File: src/design/battery_monitor_frame_watchdog_defines.svh
// Assertion macros for the battery monitor frame watchdog.
// Included by the top level; expects clk and rst_n in the including scope.
`ifndef BATTERY_MONITOR_FRAME_WATCHDOG_DEFINES_SVH
`define BATTERY_MONITOR_FRAME_WATCHDOG_DEFINES_SVH

`ifndef SYNTHESIS
// Checked only out of reset.
`define BMFW_ASSERT(lbl, prop, msg) \
  lbl: assert property (@(posedge clk) disable iff (!rst_n) prop) else $error(msg);
// Checked on every edge, reset included.
`define BMFW_ASSERT_ALWAYS(lbl, prop, msg) \
  lbl: assert property (@(posedge clk) prop) else $error(msg);
`else
`define BMFW_ASSERT(lbl, prop, msg)
`define BMFW_ASSERT_ALWAYS(lbl, prop, msg)
`endif

`endif

File: src/design/bmfw_pkg.sv
// Shared types and constants for the battery monitor frame watchdog.
// No dependencies; imported by every module of the block.
package bmfw_pkg;

  localparam int FRAME_ID_W  = 11;
  localparam int NUM_BYTES   = 8;
  localparam int CODE_W      = 16;
  localparam int CNT_W       = 12;
  localparam int LIMIT_W     = 14;
  localparam int TIMEOUT_W   = 8;
  localparam int CFG_ADDR_W  = 3;
  localparam int CFG_DATA_W  = 16;
  localparam int IN_TDATA_W  = 80;
  localparam int OUT_TDATA_W = 80;

  localparam logic [FRAME_ID_W-1:0] ID_UNIT0 = 11'h4F1;
  localparam logic [FRAME_ID_W-1:0] ID_UNIT1 = 11'h4F5;
  localparam logic [LIMIT_W-1:0]    CHARGE_LIMIT_ON = 14'd9998;

  localparam logic [TIMEOUT_W-1:0] RST_TIMEOUT = 8'd1;
  localparam logic [CODE_W-1:0]    RST_VMAX    = 16'd55050;
  localparam logic [CODE_W-1:0]    RST_VMIN    = 16'd39321;
  localparam logic [CODE_W-1:0]    RST_TMAX    = 16'd65535;
  localparam logic [CODE_W-1:0]    RST_TMIN    = 16'd0;

  typedef enum logic {
    ACT_FRAME = 1'b0,
    ACT_TICK  = 1'b1
  } action_t;

  typedef enum logic [CFG_ADDR_W-1:0] {
    CFG_DUAL_MODE = 3'd0,
    CFG_TIMEOUT   = 3'd1,
    CFG_VMAX      = 3'd2,
    CFG_VMIN      = 3'd3,
    CFG_TMAX      = 3'd4,
    CFG_TMIN      = 3'd5
  } cfg_idx_t;

  typedef struct packed {
    action_t                             action;
    logic [FRAME_ID_W-1:0]               frame_id;
    logic [NUM_BYTES-1:0][7:0]           payload;   // payload[0] is byte0
  } item_t;

  typedef struct packed {
    logic                 dual_mode;
    logic [TIMEOUT_W-1:0] timeout_seconds;
    logic [CODE_W-1:0]    vmax_code;
    logic [CODE_W-1:0]    vmin_code;
    logic [CODE_W-1:0]    tmax_code;
    logic [CODE_W-1:0]    tmin_code;
  } cfg_t;

  // Declared highest field first so the packed value matches out_tdata.
  typedef struct packed {
    logic [CODE_W-1:0]  max_temp_out;
    logic [CODE_W-1:0]  min_temp_out;
    logic [CODE_W-1:0]  max_cell_out;
    logic [CODE_W-1:0]  min_cell_out;
    logic [LIMIT_W-1:0] charge_limit;
    logic               charge_allowed;
    logic               data_valid;
  } result_t;

endpackage

File: src/design/bmfw_cfg_regs.sv
// Configuration register bank for the battery monitor frame watchdog.
// Depends on bmfw_pkg.
module bmfw_cfg_regs (
  input  logic                               clk,
  input  logic                               rst_n,
  input  logic                               cfg_we,
  input  logic [bmfw_pkg::CFG_ADDR_W-1:0]    cfg_addr,
  input  logic [bmfw_pkg::CFG_DATA_W-1:0]    cfg_wdata,
  output bmfw_pkg::cfg_t                     cfg
);
  import bmfw_pkg::*;

  cfg_t cfg_r, cfg_nxt;

  always_comb begin
    cfg_nxt = cfg_r;
    if (cfg_we) begin
      case (cfg_idx_t'(cfg_addr))
        CFG_DUAL_MODE: cfg_nxt.dual_mode       = cfg_wdata[0];
        CFG_TIMEOUT:   cfg_nxt.timeout_seconds = cfg_wdata[TIMEOUT_W-1:0];
        CFG_VMAX:      cfg_nxt.vmax_code       = cfg_wdata[CODE_W-1:0];
        CFG_VMIN:      cfg_nxt.vmin_code       = cfg_wdata[CODE_W-1:0];
        CFG_TMAX:      cfg_nxt.tmax_code       = cfg_wdata[CODE_W-1:0];
        CFG_TMIN:      cfg_nxt.tmin_code       = cfg_wdata[CODE_W-1:0];
        default:       cfg_nxt = cfg_r;   // drop writes past the last register
      endcase
    end
  end

  always_ff @(posedge clk) begin
    if (!rst_n) begin
      cfg_r.dual_mode       <= 1'b0;
      cfg_r.timeout_seconds <= RST_TIMEOUT;
      cfg_r.vmax_code       <= RST_VMAX;
      cfg_r.vmin_code       <= RST_VMIN;
      cfg_r.tmax_code       <= RST_TMAX;
      cfg_r.tmin_code       <= RST_TMIN;
    end else begin
      cfg_r <= cfg_nxt;
    end
  end

  assign cfg = cfg_r;

endmodule

File: src/design/bmfw_in_stage.sv
// Input register of the battery monitor frame watchdog.
// Depends on bmfw_pkg.
module bmfw_in_stage (
  input  logic            clk,
  input  logic            rst_n,
  input  logic            in_valid,
  output logic            in_ready,
  input  bmfw_pkg::item_t in_item,
  input  logic            advance,
  output logic            item_valid,
  output bmfw_pkg::item_t item
);
  import bmfw_pkg::*;

  logic  valid_r, valid_nxt;
  item_t item_r;

  // Take a new transfer whenever the held item is empty or leaves this cycle.
  assign in_ready = !valid_r || advance;

  always_comb begin
    valid_nxt = valid_r;
    if (in_ready) begin
      valid_nxt = in_valid;
    end
  end

  always_ff @(posedge clk) begin
    if (!rst_n) begin
      valid_r <= 1'b0;
    end else begin
      valid_r <= valid_nxt;
    end
  end

  always_ff @(posedge clk) begin
    if (in_ready && in_valid) begin
      item_r <= in_item;
    end
  end

  assign item_valid = valid_r;
  assign item       = item_r;

endmodule

File: src/design/bmfw_core.sv
// Unit store, silence counters, aggregates and result logic of the watchdog.
// Depends on bmfw_pkg.
module bmfw_core (
  input  logic              clk,
  input  logic              rst_n,
  input  bmfw_pkg::item_t   item,
  input  logic              go,
  input  bmfw_pkg::cfg_t    cfg,
  output bmfw_pkg::result_t res
);
  import bmfw_pkg::*;

  localparam int NUM_UNITS = 2;

  function automatic logic [CODE_W-1:0] min16(input logic [CODE_W-1:0] a,
                                              input logic [CODE_W-1:0] b);
    return (a < b) ? a : b;
  endfunction

  function automatic logic [CODE_W-1:0] max16(input logic [CODE_W-1:0] a,
                                              input logic [CODE_W-1:0] b);
    return (a > b) ? a : b;
  endfunction

  logic [CODE_W-1:0] max_cell_r [NUM_UNITS];
  logic [CODE_W-1:0] min_cell_r [NUM_UNITS];
  logic [CODE_W-1:0] max_temp_r [NUM_UNITS];
  logic [CODE_W-1:0] min_temp_r [NUM_UNITS];
  logic [CNT_W-1:0]  cnt_r      [NUM_UNITS];

  logic [CODE_W-1:0] max_cell_nxt [NUM_UNITS];
  logic [CODE_W-1:0] min_cell_nxt [NUM_UNITS];
  logic [CODE_W-1:0] max_temp_nxt [NUM_UNITS];
  logic [CODE_W-1:0] min_temp_nxt [NUM_UNITS];
  logic [CNT_W-1:0]  cnt_nxt      [NUM_UNITS];
  logic [CNT_W-1:0]  cnt_dec      [NUM_UNITS];

  logic [CODE_W-1:0] agg_min_cell_r, agg_max_cell_r, agg_min_temp_r, agg_max_temp_r;
  logic [CODE_W-1:0] agg_min_cell_nxt, agg_max_cell_nxt;
  logic [CODE_W-1:0] agg_min_temp_nxt, agg_max_temp_nxt;

  logic              hit [NUM_UNITS];
  logic              tick;
  logic [CNT_W-1:0]  reload;
  logic              data_valid;
  logic              allowed;

  assign hit[0] = go && (item.action == ACT_FRAME) && (item.frame_id == ID_UNIT0);
  assign hit[1] = go && (item.action == ACT_FRAME) && (item.frame_id == ID_UNIT1);
  assign tick   = go && (item.action == ACT_TICK);

  // Ten times the timeout as 8x + 2x.
  assign reload = {1'b0, cfg.timeout_seconds, 3'b000} + {3'b000, cfg.timeout_seconds, 1'b0};

  always_comb begin
    for (int u = 0; u < NUM_UNITS; u++) begin
      cnt_dec[u] = cnt_r[u] - {{(CNT_W-1){1'b0}}, (cnt_r[u] != '0)};
      if (hit[u]) begin
        max_cell_nxt[u] = {item.payload[0], item.payload[1]};
        min_cell_nxt[u] = {item.payload[2], item.payload[3]};
        max_temp_nxt[u] = {item.payload[4], item.payload[5]};
        min_temp_nxt[u] = {item.payload[6], item.payload[7]};
        cnt_nxt[u]      = reload;
      end else begin
        max_cell_nxt[u] = max_cell_r[u];
        min_cell_nxt[u] = min_cell_r[u];
        max_temp_nxt[u] = max_temp_r[u];
        min_temp_nxt[u] = min_temp_r[u];
        cnt_nxt[u]      = tick ? cnt_dec[u] : cnt_r[u];
      end
    end
  end

  // Temperature codes fall as temperature rises, hence the swapped min/max.
  always_comb begin
    agg_min_cell_nxt = agg_min_cell_r;
    agg_max_cell_nxt = agg_max_cell_r;
    agg_min_temp_nxt = agg_min_temp_r;
    agg_max_temp_nxt = agg_max_temp_r;
    if (hit[0] || hit[1]) begin
      if (cfg.dual_mode) begin
        agg_min_cell_nxt = min16(min_cell_nxt[0], min_cell_nxt[1]);
        agg_max_cell_nxt = max16(max_cell_nxt[0], max_cell_nxt[1]);
        agg_min_temp_nxt = max16(min_temp_nxt[0], min_temp_nxt[1]);
        agg_max_temp_nxt = min16(max_temp_nxt[0], max_temp_nxt[1]);
      end else begin
        agg_min_cell_nxt = min_cell_nxt[0];
        agg_max_cell_nxt = max_cell_nxt[0];
        agg_min_temp_nxt = min_temp_nxt[0];
        agg_max_temp_nxt = max_temp_nxt[0];
      end
    end
  end

  always_ff @(posedge clk) begin
    if (!rst_n) begin
      for (int u = 0; u < NUM_UNITS; u++) begin
        max_cell_r[u] <= '0;
        min_cell_r[u] <= '0;
        max_temp_r[u] <= '0;
        min_temp_r[u] <= '0;
        cnt_r[u]      <= '0;
      end
      agg_min_cell_r <= '0;
      agg_max_cell_r <= '0;
      agg_min_temp_r <= '0;
      agg_max_temp_r <= '0;
    end else begin
      for (int u = 0; u < NUM_UNITS; u++) begin
        max_cell_r[u] <= max_cell_nxt[u];
        min_cell_r[u] <= min_cell_nxt[u];
        max_temp_r[u] <= max_temp_nxt[u];
        min_temp_r[u] <= min_temp_nxt[u];
        cnt_r[u]      <= cnt_nxt[u];
      end
      agg_min_cell_r <= agg_min_cell_nxt;
      agg_max_cell_r <= agg_max_cell_nxt;
      agg_min_temp_r <= agg_min_temp_nxt;
      agg_max_temp_r <= agg_max_temp_nxt;
    end
  end

  // Result of a tick: judged on the counters after the decrement.
  assign data_valid = (cnt_dec[0] != '0) && (!cfg.dual_mode || (cnt_dec[1] != '0));
  assign allowed    = data_valid
                   && (agg_max_cell_r <= cfg.vmax_code)
                   && (agg_min_cell_r >= cfg.vmin_code)
                   && (agg_max_temp_r <= cfg.tmax_code)
                   && (agg_min_temp_r >= cfg.tmin_code);

  always_comb begin
    res.data_valid     = data_valid;
    res.charge_allowed = allowed;
    res.charge_limit   = allowed ? CHARGE_LIMIT_ON : '0;
    res.min_cell_out   = data_valid ? agg_min_cell_r : '0;
    res.max_cell_out   = data_valid ? agg_max_cell_r : '0;
    res.min_temp_out   = data_valid ? agg_min_temp_r : '0;
    res.max_temp_out   = data_valid ? agg_max_temp_r : '0;
  end

endmodule

File: src/design/bmfw_out_stage.sv
// Result register of the battery monitor frame watchdog.
// Depends on bmfw_pkg.
module bmfw_out_stage (
  input  logic              clk,
  input  logic              rst_n,
  input  logic              load,
  input  bmfw_pkg::result_t res,
  input  logic              out_ready,
  output logic              out_valid,
  output bmfw_pkg::result_t out_res
);
  import bmfw_pkg::*;

  logic    valid_r, valid_nxt;
  result_t res_r;

  always_comb begin
    valid_nxt = valid_r;
    if (load) begin
      valid_nxt = 1'b1;
    end else if (out_ready) begin
      valid_nxt = 1'b0;
    end
  end

  always_ff @(posedge clk) begin
    if (!rst_n) begin
      valid_r <= 1'b0;
    end else begin
      valid_r <= valid_nxt;
    end
  end

  always_ff @(posedge clk) begin
    if (load) begin
      res_r <= res;
    end
  end

  assign out_valid = valid_r;
  assign out_res   = res_r;

endmodule

File: src/design/battery_monitor_frame_watchdog.sv
// Channel   Direction  Width (data/user)  Carries
// in_       slave      80 / 1             one frame or one 100 ms tick
// out_      master     80 / -             status after each tick
// cfg_      write      16, index 3 bits   six configuration registers
//
// One transfer is taken every cycle while results drain; the input register and
// the result register hold one item each, so a tick result passes through both
// before it shows on out_tvalid. Frames update state and give no result.
// rst_n is synchronous: it clears the unit store, counters, aggregates and both
// valid flags, and loads the configuration reset values; no clearing pass.
// A stalled result holds a tick in the input register, and that tick holds the
// input; frames keep flowing past the stalled result until a tick arrives.
//
// Top level of the battery monitor frame watchdog.
// Depends on bmfw_pkg and the defines header; instantiates the four sub-blocks.
`include "battery_monitor_frame_watchdog_defines.svh"

module battery_monitor_frame_watchdog (
  input  logic                                 clk,
  input  logic                                 rst_n,
  // in_tdata, lowest bit up: frame_id[10:0], byte0..byte7 (8 bits each), zero pad
  input  logic [bmfw_pkg::IN_TDATA_W-1:0]      in_tdata,
  // in_tuser: action (0 frame, 1 tick)
  input  logic                                 in_tuser,
  input  logic                                 in_tvalid,
  output logic                                 in_tready,
  // out_tdata, lowest bit up: data_valid, charge_allowed, charge_limit[13:0],
  // min_cell_out, max_cell_out, min_temp_out, max_temp_out (16 bits each)
  output logic [bmfw_pkg::OUT_TDATA_W-1:0]     out_tdata,
  output logic                                 out_tvalid,
  input  logic                                 out_tready,
  input  logic                                 cfg_we,
  input  logic [bmfw_pkg::CFG_ADDR_W-1:0]      cfg_addr,
  input  logic [bmfw_pkg::CFG_DATA_W-1:0]      cfg_wdata
);
  import bmfw_pkg::*;

  item_t   in_item;
  item_t   s1_item;
  logic    s1_valid;
  logic    s1_adv;
  logic    out_load;
  cfg_t    cfg;
  result_t core_res;
  result_t out_res;

  // Unpack the incoming transfer.
  always_comb begin
    in_item.action   = action_t'(in_tuser);
    in_item.frame_id = in_tdata[FRAME_ID_W-1:0];
    for (int k = 0; k < NUM_BYTES; k++) begin
      in_item.payload[k] = in_tdata[FRAME_ID_W + 8*k +: 8];
    end
  end

  // A frame always leaves the input register; a tick leaves only when the
  // result register is free or is being emptied this cycle.
  assign s1_adv   = s1_valid && ((s1_item.action == ACT_FRAME) || !out_tvalid || out_tready);
  assign out_load = s1_adv && (s1_item.action == ACT_TICK);

  bmfw_cfg_regs u_cfg (
    .clk       (clk),
    .rst_n     (rst_n),
    .cfg_we    (cfg_we),
    .cfg_addr  (cfg_addr),
    .cfg_wdata (cfg_wdata),
    .cfg       (cfg)
  );

  bmfw_in_stage u_in (
    .clk        (clk),
    .rst_n      (rst_n),
    .in_valid   (in_tvalid),
    .in_ready   (in_tready),
    .in_item    (in_item),
    .advance    (s1_adv),
    .item_valid (s1_valid),
    .item       (s1_item)
  );

  bmfw_core u_core (
    .clk   (clk),
    .rst_n (rst_n),
    .item  (s1_item),
    .go    (s1_adv),
    .cfg   (cfg),
    .res   (core_res)
  );

  bmfw_out_stage u_out (
    .clk       (clk),
    .rst_n     (rst_n),
    .load      (out_load),
    .res       (core_res),
    .out_ready (out_tready),
    .out_valid (out_tvalid),
    .out_res   (out_res)
  );

  assign out_tdata = out_res;

  // Frames never load the result register.
  `BMFW_ASSERT(a_frame_no_result, (s1_valid && s1_item.action == ACT_FRAME) |-> !out_load, "frame produced a result")
  // Charge permission only comes with valid data and the full limit.
  `BMFW_ASSERT(a_allowed_needs_valid, out_tvalid && out_res.charge_allowed |-> (out_res.data_valid && out_res.charge_limit == CHARGE_LIMIT_ON), "charge allowed without valid data")
  // Reset leaves both registers empty and the input open.
  `BMFW_ASSERT_ALWAYS(a_reset_empty, !rst_n |=> (!out_tvalid && in_tready), "registers not empty after reset")

endmodule

File: config.mk
export PLATFORM = sky130hd
export DESIGN_NAME = battery_monitor_frame_watchdog
export DESIGN_NICKNAME = d
export VERILOG_FILES = /design/src/design/bmfw_pkg.sv /design/src/design/bmfw_cfg_regs.sv /design/src/design/bmfw_in_stage.sv /design/src/design/bmfw_core.sv /design/src/design/bmfw_out_stage.sv /design/src/design/battery_monitor_frame_watchdog.sv
export VERILOG_INCLUDE_DIRS = /design/src /design/src/design
export SDC_FILE = /design/constraint.sdc
export NUM_CORES = 1
export LEC_CHECK = 0
export BUFFER_PORTS_ARGS = -buffer_cell sky130_fd_sc_hd__buf_2
export CORE_ASPECT_RATIO = 1.1
export CORE_MARGIN = 4
export CORE_UTILIZATION = 30
export DETAILED_ROUTE_END_ITERATION = 12
export GPL_ROUTABILITY_DRIVEN = 0
export PLACE_DENSITY = 0.5
export SKIP_LAST_GASP = 1
export SYNTH_ARGS = -nofsm -noshare
export SYNTH_HDL_FRONTEND = slang
export SYNTH_SLANG_ARGS = --single-unit
File: constraint.sdc
create_clock -name clk -period 5.8 [get_ports clk]
set_clock_uncertainty 0.15 [all_clocks]
set_input_delay 0.29 -clock clk [delete_from_list [all_inputs] [get_ports clk]]
set_output_delay 0.29 -clock clk [all_outputs]
set_load 0.005 [all_outputs]
Yosys cells after proc, flatten, opt, wreduce, memory -nomap -nowiden. Memories as Yosys holds them, arrays and structs flattened. Index checks and enable logic that the tools add are counted.

Register bits after elaboration: 295. Memory bits (writable): 152. Input bits: 105. Output and inout bits: 82. Logic and storage cells: 129. Memories: 5.

Add/subtract/negate cells: 3. Order comparisons: 8. Eq/ne operators: 7. Muxes and demuxes: 35. Bitwise gates (word level): 11. Reduce and logical (&&, ||, !) cells: 31.

Memory list: u_core.max_cell_r (words 2, bits a word 16, read ports 2, clocked after memory_dff 0, write ports 2, RTL line bmfw_core.sv:25) `logic [CODE_W-1:0] max_cell_r [NUM_UNITS];`; u_core.max_temp_r (words 2, bits a word 16, read ports 2, clocked after memory_dff 0, write ports 2, RTL line bmfw_core.sv:27) `logic [CODE_W-1:0] max_temp_r [NUM_UNITS];`; u_core.min_cell_r (words 2, bits a word 16, read ports 2, clocked after memory_dff 0, write ports 2, RTL line bmfw_core.sv:26) `logic [CODE_W-1:0] min_cell_r [NUM_UNITS];`; u_core.min_temp_r (words 2, bits a word 16, read ports 2, clocked after memory_dff 0, write ports 2, RTL line bmfw_core.sv:28) `logic [CODE_W-1:0] min_temp_r [NUM_UNITS];`; u_core.cnt_r (words 2, bits a word 12, read ports 2, clocked after memory_dff 0, write ports 2, RTL line bmfw_core.sv:29) `logic [CNT_W-1:0] cnt_r [NUM_UNITS];`.

Operators by type and width (count): 16-bit 2-to-1 mux (24); 12-bit 2-to-1 mux (6); 12-bit nonzero test (4); 16-bit greater-or-equal comparator (2); 16-bit > comparator (2); 16-bit less-or-equal comparator (2); 16-bit less-than comparator (2); 12-bit by 1-bit subtractor with 12-bit output (2); 11-bit == test, second input constant (2); 14-bit 2-to-1 mux (1); 11-bit by 9-bit adder with 12-bit output (1); 2-bit AND reduction (6); 1-bit logical AND (11); 1-bit OR (10); 3-bit by 2-bit == test with 1-bit output, second input constant (2); 3-bit == test, second input constant (2); 1-bit logical OR (5); 1-bit 2-to-1 mux (4); 3-bit by 1-bit == test with 1-bit output, second input constant (1); 1-bit logical NOT (3); 3-bit logical NOT (1); 2-bit nonzero test (1); 1-bit NOT (1).

Logic depth before layout (Yosys ltp).
Word-level depth: 10. Gate-level depth with buffers: 15. Gate-level depth less buffers: 12.

By module. Synthesis repeated with hierarchy kept, for this count alone.

Cells, all modules: 1988. Area, all modules: 20810.0 um^2.

Modules (own cells, without submodules): bmfw_core (instances 1, cells each 1537, area an instance 13078.8 um^2, seq. area each 4324.1 um^2); bmfw_cfg_regs (instances 1, cells each 283, area an instance 2915.3 um^2, seq. area each 1461.4 um^2); bmfw_out_stage (instances 1, cells each 83, area an instance 2443.6 um^2, seq. area each 2422.3 um^2); bmfw_in_stage (instances 1, cells each 81, area an instance 2339.7 um^2, seq. area each 2302.2 um^2); battery_monitor_frame_watchdog (instances 1, cells each 4, area an instance 32.5 um^2, seq. area each 0.0 um^2).

Worst setup path before layout. No wires, ideal clock.

Path kind: flip-flop to flip-flop. Start: reg u_in.item_r (netlist bit u_in.item[75]). End: reg u_in.item_r (netlist bit u_in.item[0]), enable pin. Setup time: 0.555 ns. Arrival time: 4.606 ns. Data required time: 5.095 ns. Path slack: 0.489 ns. Cell stages (with the launch flop): 2. Path buffers: 0. Clock period less this slack: 5.311 ns. Cell sequence: edfxtp_1 > a31oi_1.

Cells in the longest elaborated chain, start to end: 6.

Ends and longest elaborated chain: from (decl) (RTL line bmfw_in_stage.sv:16) `item_t item_r;`; from (signal assigned) (RTL line bmfw_in_stage.sv:38) `item_r <= in_item;`; 1-bit NOT (RTL line battery_monitor_frame_watchdog.sv:58) `assign s1_adv = s1_valid && ((s1_item.action == ACT_FRAME) || !out_tvalid || out_tready);`; 1-bit logical OR (2 in series) (RTL line battery_monitor_frame_watchdog.sv:58); 1-bit logical AND (RTL line battery_monitor_frame_watchdog.sv:58); 1-bit logical OR (RTL line bmfw_in_stage.sv:19) `assign in_ready = !valid_r || advance;`; 1-bit logical AND (RTL line bmfw_in_stage.sv:37) `if (in_ready && in_valid) begin`.

Every way passes these cells. A chain may end at the register's enable or synchronous reset.

Worst setup path after layout.
Start: reg u_in.item_r (netlist bit u_in.item[75]). End: reg u_core.agg_max_cell_r[9].

Cells in the longest elaborated chain, start to end: 10. Elaborated cells between the ends (all ways): 13. Classes of those cells: order compare: 1; mux: 4; bitwise: 1; reduce/logical: 7.

Ends and longest elaborated chain: 1-bit NOT * (RTL line bmfw_core.sv:48, bmfw_core.sv:49, battery_monitor_frame_watchdog.sv:58); 1-bit logical OR (2 in series) (RTL line battery_monitor_frame_watchdog.sv:58); 1-bit logical AND (RTL line battery_monitor_frame_watchdog.sv:58); 1-bit logical AND * (RTL line bmfw_core.sv:48, bmfw_core.sv:49); 1-bit logical AND, on equally long branches (RTL line bmfw_core.sv:48, bmfw_core.sv:49); 16-bit 2-to-1 mux (RTL line bmfw_core.sv:58) `if (hit[u]) begin`; 16-bit > comparator (RTL line bmfw_core.sv:22) `return (a > b) ? a : b;`; 16-bit 2-to-1 mux (RTL line bmfw_core.sv:22); 16-bit 2-to-1 mux (RTL line bmfw_core.sv:81) `if (cfg.dual_mode) begin`; to (signal assigned) (RTL line bmfw_core.sv:117) `agg_max_cell_r <= agg_max_cell_nxt;`; to (decl) (RTL line bmfw_core.sv:38) `logic [CODE_W-1:0] agg_min_cell_r, agg_max_cell_r, agg_min_temp_r, agg_max_temp_r;`.

Mark *: on every way between the ends. The rest lies on a longest branch, timed or not.

==> summary by stage <==
Outcome
The run finished with clean final reports.

Logic synthesis
Each instance of the synthesized netlist takes up on average 10.2 um^2. Summing every instance area after synthesis gives 19900 um^2. The most common flop cell mapped by yosys is sky130_fd_sc_hd__dfxtp_1. The flip-flop and latch count after synthesis is about 430.

The share of synthesized area in the top cell type comes to 0.293. The total of warnings raised by yosys is 0. In this run, synthesis inferred ~140 flip-flops with an integrated enable. Sorting the synthesized cells by area gives the leading types as sky130_fd_sc_hd__dfxtp_1, sky130_fd_sc_hd__edfxtp_1, sky130_fd_sc_hd__ha_1, sky130_fd_sc_hd__mux2i_1, sky130_fd_sc_hd__nor2_1. For this run, the register share of the synthesized area comes to 0.508. Counting every instance in the synthesized netlist gives 1949.

The proportion of register bits with asynchronous set or reset after synthesis is 0. The synthesized design spends more area on one cell type than any other, namely sky130_fd_sc_hd__dfxtp_1. The synthesized netlist contains 75 unique library cells.

Routing
The DRC marker count from the first detailed-route iteration is about 960. The average routed wire per standard cell is 18.1 um. The detailed-route DRC error count is 0.

The routed design has ~56000 um of wire. The residual antenna-violating net count after detailed routing is 0. The first-pass detailed-route iteration total is 7.

The number of vias per cell after detailed routing is 4.86. The vias after detailed routing is between 10k and 15k.

Global route
The number of antenna violations at the first check in global routing is 8. The total global-route track usage is 0.154. The maximum number of pins on one net before global-route repair is 81. The first global-routing pass estimated approximately 86000 um of wire. The via count of the first global-routing pass is approximately 15k.

The leftover overflow at the end of global routing is 0.

Critical path
The cell count of the worst reg-to-reg path is 11. For the worst setup path, the data required time is a little over 6000 ps. The type of element capturing the critical path is a register. At the worst endpoint, the arrival time is 5420 ps. The worst register-to-register path ends at u_core.agg_max_cell_r[9].

The worst register-to-register path has a setup slack of between 700 and 800 ps. The largest fanout on the critical path is 29. By startpoint and endpoint, the worst setup path is classified as reg -> reg.

The worst setup path is launched from a register. The start of the worst register-to-register path is u_in.item[75].

Place
In this run the cell area measured after placement is ~22000 um^2. Buffers placed on the I/O ports in this run total approximately 170. Detailed placement finished with a half-perimeter wire length of roughly 39000 um.

Hold path
The worst hold path class is in -> reg. The startpoint of the tightest hold check path is cfg_addr[2]. The number of stages on the worst hold path is 4.

The worst hold path terminates at u_cfg.cfg[72].

Timing
In the finished design, the share of the clock period the worst path needs comes to 0.871. Setup repair after global routing left no endpoint under its margin. Setup violations remaining at the end of the flow were counted as 0.

The number of slew-limit violations in the final report came to 0. The measured slew at the worst slew-check pin is about 1000 ps. Headroom to the max-slew limit came out at 0.302. The number of hold violations in the final report was 0. After routing, the total negative slack on setup checks comes to 0 ps.

The maximum clock frequency is approximately 200 MHz. The post-layout minimum cycle time is between 5000 and 6000 ps.

Floorplanning
The number of placement rows is just under 100. The initial utilization of the core area, before any placement, comes to 0.304. The x dimension of the die is about 250 um. The region available for standard cell placement spans ~65000 um^2. The floorplan die area is between 70000 and 80000 um^2.

The floorplan die height is approximately 280 um. The number of primary I/O pins is between 150 and 200.

Power
Dividing total power by cell area gives a power density of around 300 nW/um^2. The static leakage is 0.0110 uW. VDD sags by at most ~0.17 mV.

Cells and area
Leaving out fill and tap cells, the most frequent cell in the layout is sky130_fd_sc_hd__dfxtp_1. In the final design database the tool counted 2419 nets. In the final layout, the share of cells above drive strength 1 is 0.144. The number of filler instances in the final layout is 6478. The final standard cell area without fillers is between 20000 and 25000 um^2. From synthesis to final layout, the design area changed by 21.9%. In the layout the commonest cells are sky130_fd_sc_hd__dfxtp_1, sky130_fd_sc_hd__nand2_1, sky130_fd_sc_hd__buf_2.

Clock tree
In this run the number of H-tree levels came out at 2. The buffer cell driving the clock tree root is sky130_fd_sc_hd__clkbuf_16. The maximum count of clock buffers along a single path is 3. After clock tree synthesis, the flow added hold-fix buffers numbering 96.

The TritonCTS clock tree is yes. The total number of clock tree sinks is roughly 430. Clock-pin slew was measured on the worst setup and hold paths at roughly 60 ps. The number of gates resized after CTS was 0. For the worst-skew pair, the clock arrives at the later sink with an insertion delay of between 500 and 600 ps.

The post-CTS setup repair buffer count is 0. Counting the buffers created by CTS gives 46.

Flow run
Across the run, the number of max-cap violations was 0.
==> synthesized netlist by cell type (19+ instances only) <==
cell / instances
sky130_fd_sc_hd__a21oi_1: 88
sky130_fd_sc_hd__a22o_1: 32
sky130_fd_sc_hd__and3_1: 71
sky130_fd_sc_hd__buf_4: 19
sky130_fd_sc_hd__clkbuf_1: 87
sky130_fd_sc_hd__dfxtp_1: 291
sky130_fd_sc_hd__edfxtp_1: 142
sky130_fd_sc_hd__ha_1: 136
sky130_fd_sc_hd__inv_1: 137
sky130_fd_sc_hd__mux2i_1: 146
sky130_fd_sc_hd__nand2_1: 175
sky130_fd_sc_hd__nand3_1: 34
sky130_fd_sc_hd__nor2_1: 176
sky130_fd_sc_hd__nor3_1: 20
sky130_fd_sc_hd__o211ai_1: 35
sky130_fd_sc_hd__o21ai_0: 68
sky130_fd_sc_hd__or3_1: 23
sky130_fd_sc_hd__or4_1: 22
==> stage by stage <==
step	cells	setup WS, ps	power, uW	hold slack [ps]	util
CTS	3065	704	7290	16.1	0.370
global route	3068	540	7480	105	0.370
floorplan	1955	489	3730	239	-
global placement	2883	814	3960	298	0.330
finish	3074	748	7190	54.0	0.371
detailed placement	2883	744	3980	299	0.330
==> layer usage <==
layer / GRT usage / vias to the layer above / share of wire
met1: 0.196 / 7159 / 0.45
met2: 0.268 / 287 / 0.49
met5: 0 / - / 0
met3: 0.0324 / 69 / 0.047
li1: - / 7429 / -
met4: 0.0402 / 0 / 0.021
==> kinds of logic after synthesis <==
kind of cell / after synthesis / synth area share
compound gates: 331 / 0.112
flops: 433 / 0.508
other cells: 1 / 0.000189
mux: 162 / 0.0827
fa+ha+maj: 137 / 0.0866
xor+xnor: 12 / 0.00529
simple gates: 611 / 0.150
buf+inv: 262 / 0.0557
==> worst max-delay path, stage by stage, from the launching register on <==
cell	delay [ps]
sky130_fd_sc_hd__edfxtp_1	480
sky130_fd_sc_hd__or4b_4	630
sky130_fd_sc_hd__or4_4	730
sky130_fd_sc_hd__mux2i_1	260
sky130_fd_sc_hd__ha_1	360
sky130_fd_sc_hd__nand4_1	140
sky130_fd_sc_hd__nor4_1	350
sky130_fd_sc_hd__o41ai_1	130
sky130_fd_sc_hd__a32oi_1	870
sky130_fd_sc_hd__buf_4	380
sky130_fd_sc_hd__mux2i_1	290
sky130_fd_sc_hd__a22o_1	150
==> flip-flops by register name, summed over array words and instances, names as in the netlist <==
| name | flops |
|---|---|
| u_out.out_valid | 1 |
| u_core.max_cell_r | 32 |
| u_core.cnt_r | 24 |
| u_out.out_res | 66 |
| u_core.min_cell_r | 32 |
| u_core.min_temp_r | 32 |
| u_core.agg_max_temp_r | 16 |
| u_core.agg_min_cell_r | 16 |
| u_in.item | 76 |
| u_core.max_temp_r | 32 |
| u_core.agg_max_cell_r | 16 |
| u_cfg.cfg | 73 |
| u_in.item_valid | 1 |
| u_core.agg_min_temp_r | 16 |
==> power by group <==
group          switching (uW)  total [uW]  internal, uW
sequential               54.9        3260          3210
clock                    1240        3220          1990
combinational             442         705           263
==> final cells by class <==
class                           instances  area [um^2]  area share
Sequential cell                       433        10100       0.417
Multi-Input combinational cell       1260         8780       0.363
Clock buffer                           60         1340      0.0553
Inverter                              138          522      0.0215
Tap cell                              850         1060      0.0439
Antenna cell                            9         22.5    0.000930
Timing Repair Buffer                  298         2070      0.0853
Clock inverter                         26          338      0.0139
==> how the worst max path moves through the flow <==
stage	startpoint	slack, ps	to	cells past startpoint
after floorplan	u_in.item[75]	490	u_in.item[0]	1
after global placement	u_in.item[75]	810	u_core.agg_max_cell_r[9]	11
after detailed placement	u_in.item[75]	740	u_core.agg_max_cell_r[9]	11
after CTS	u_in.item[75]	700	u_core.agg_max_cell_r[9]	11
after global routing	u_in.item[75]	540	u_core.agg_max_cell_r[9]	11
final	u_in.item[75]	750	u_core.agg_max_cell_r[9]	11
Power figures use the tool's default switching activity.
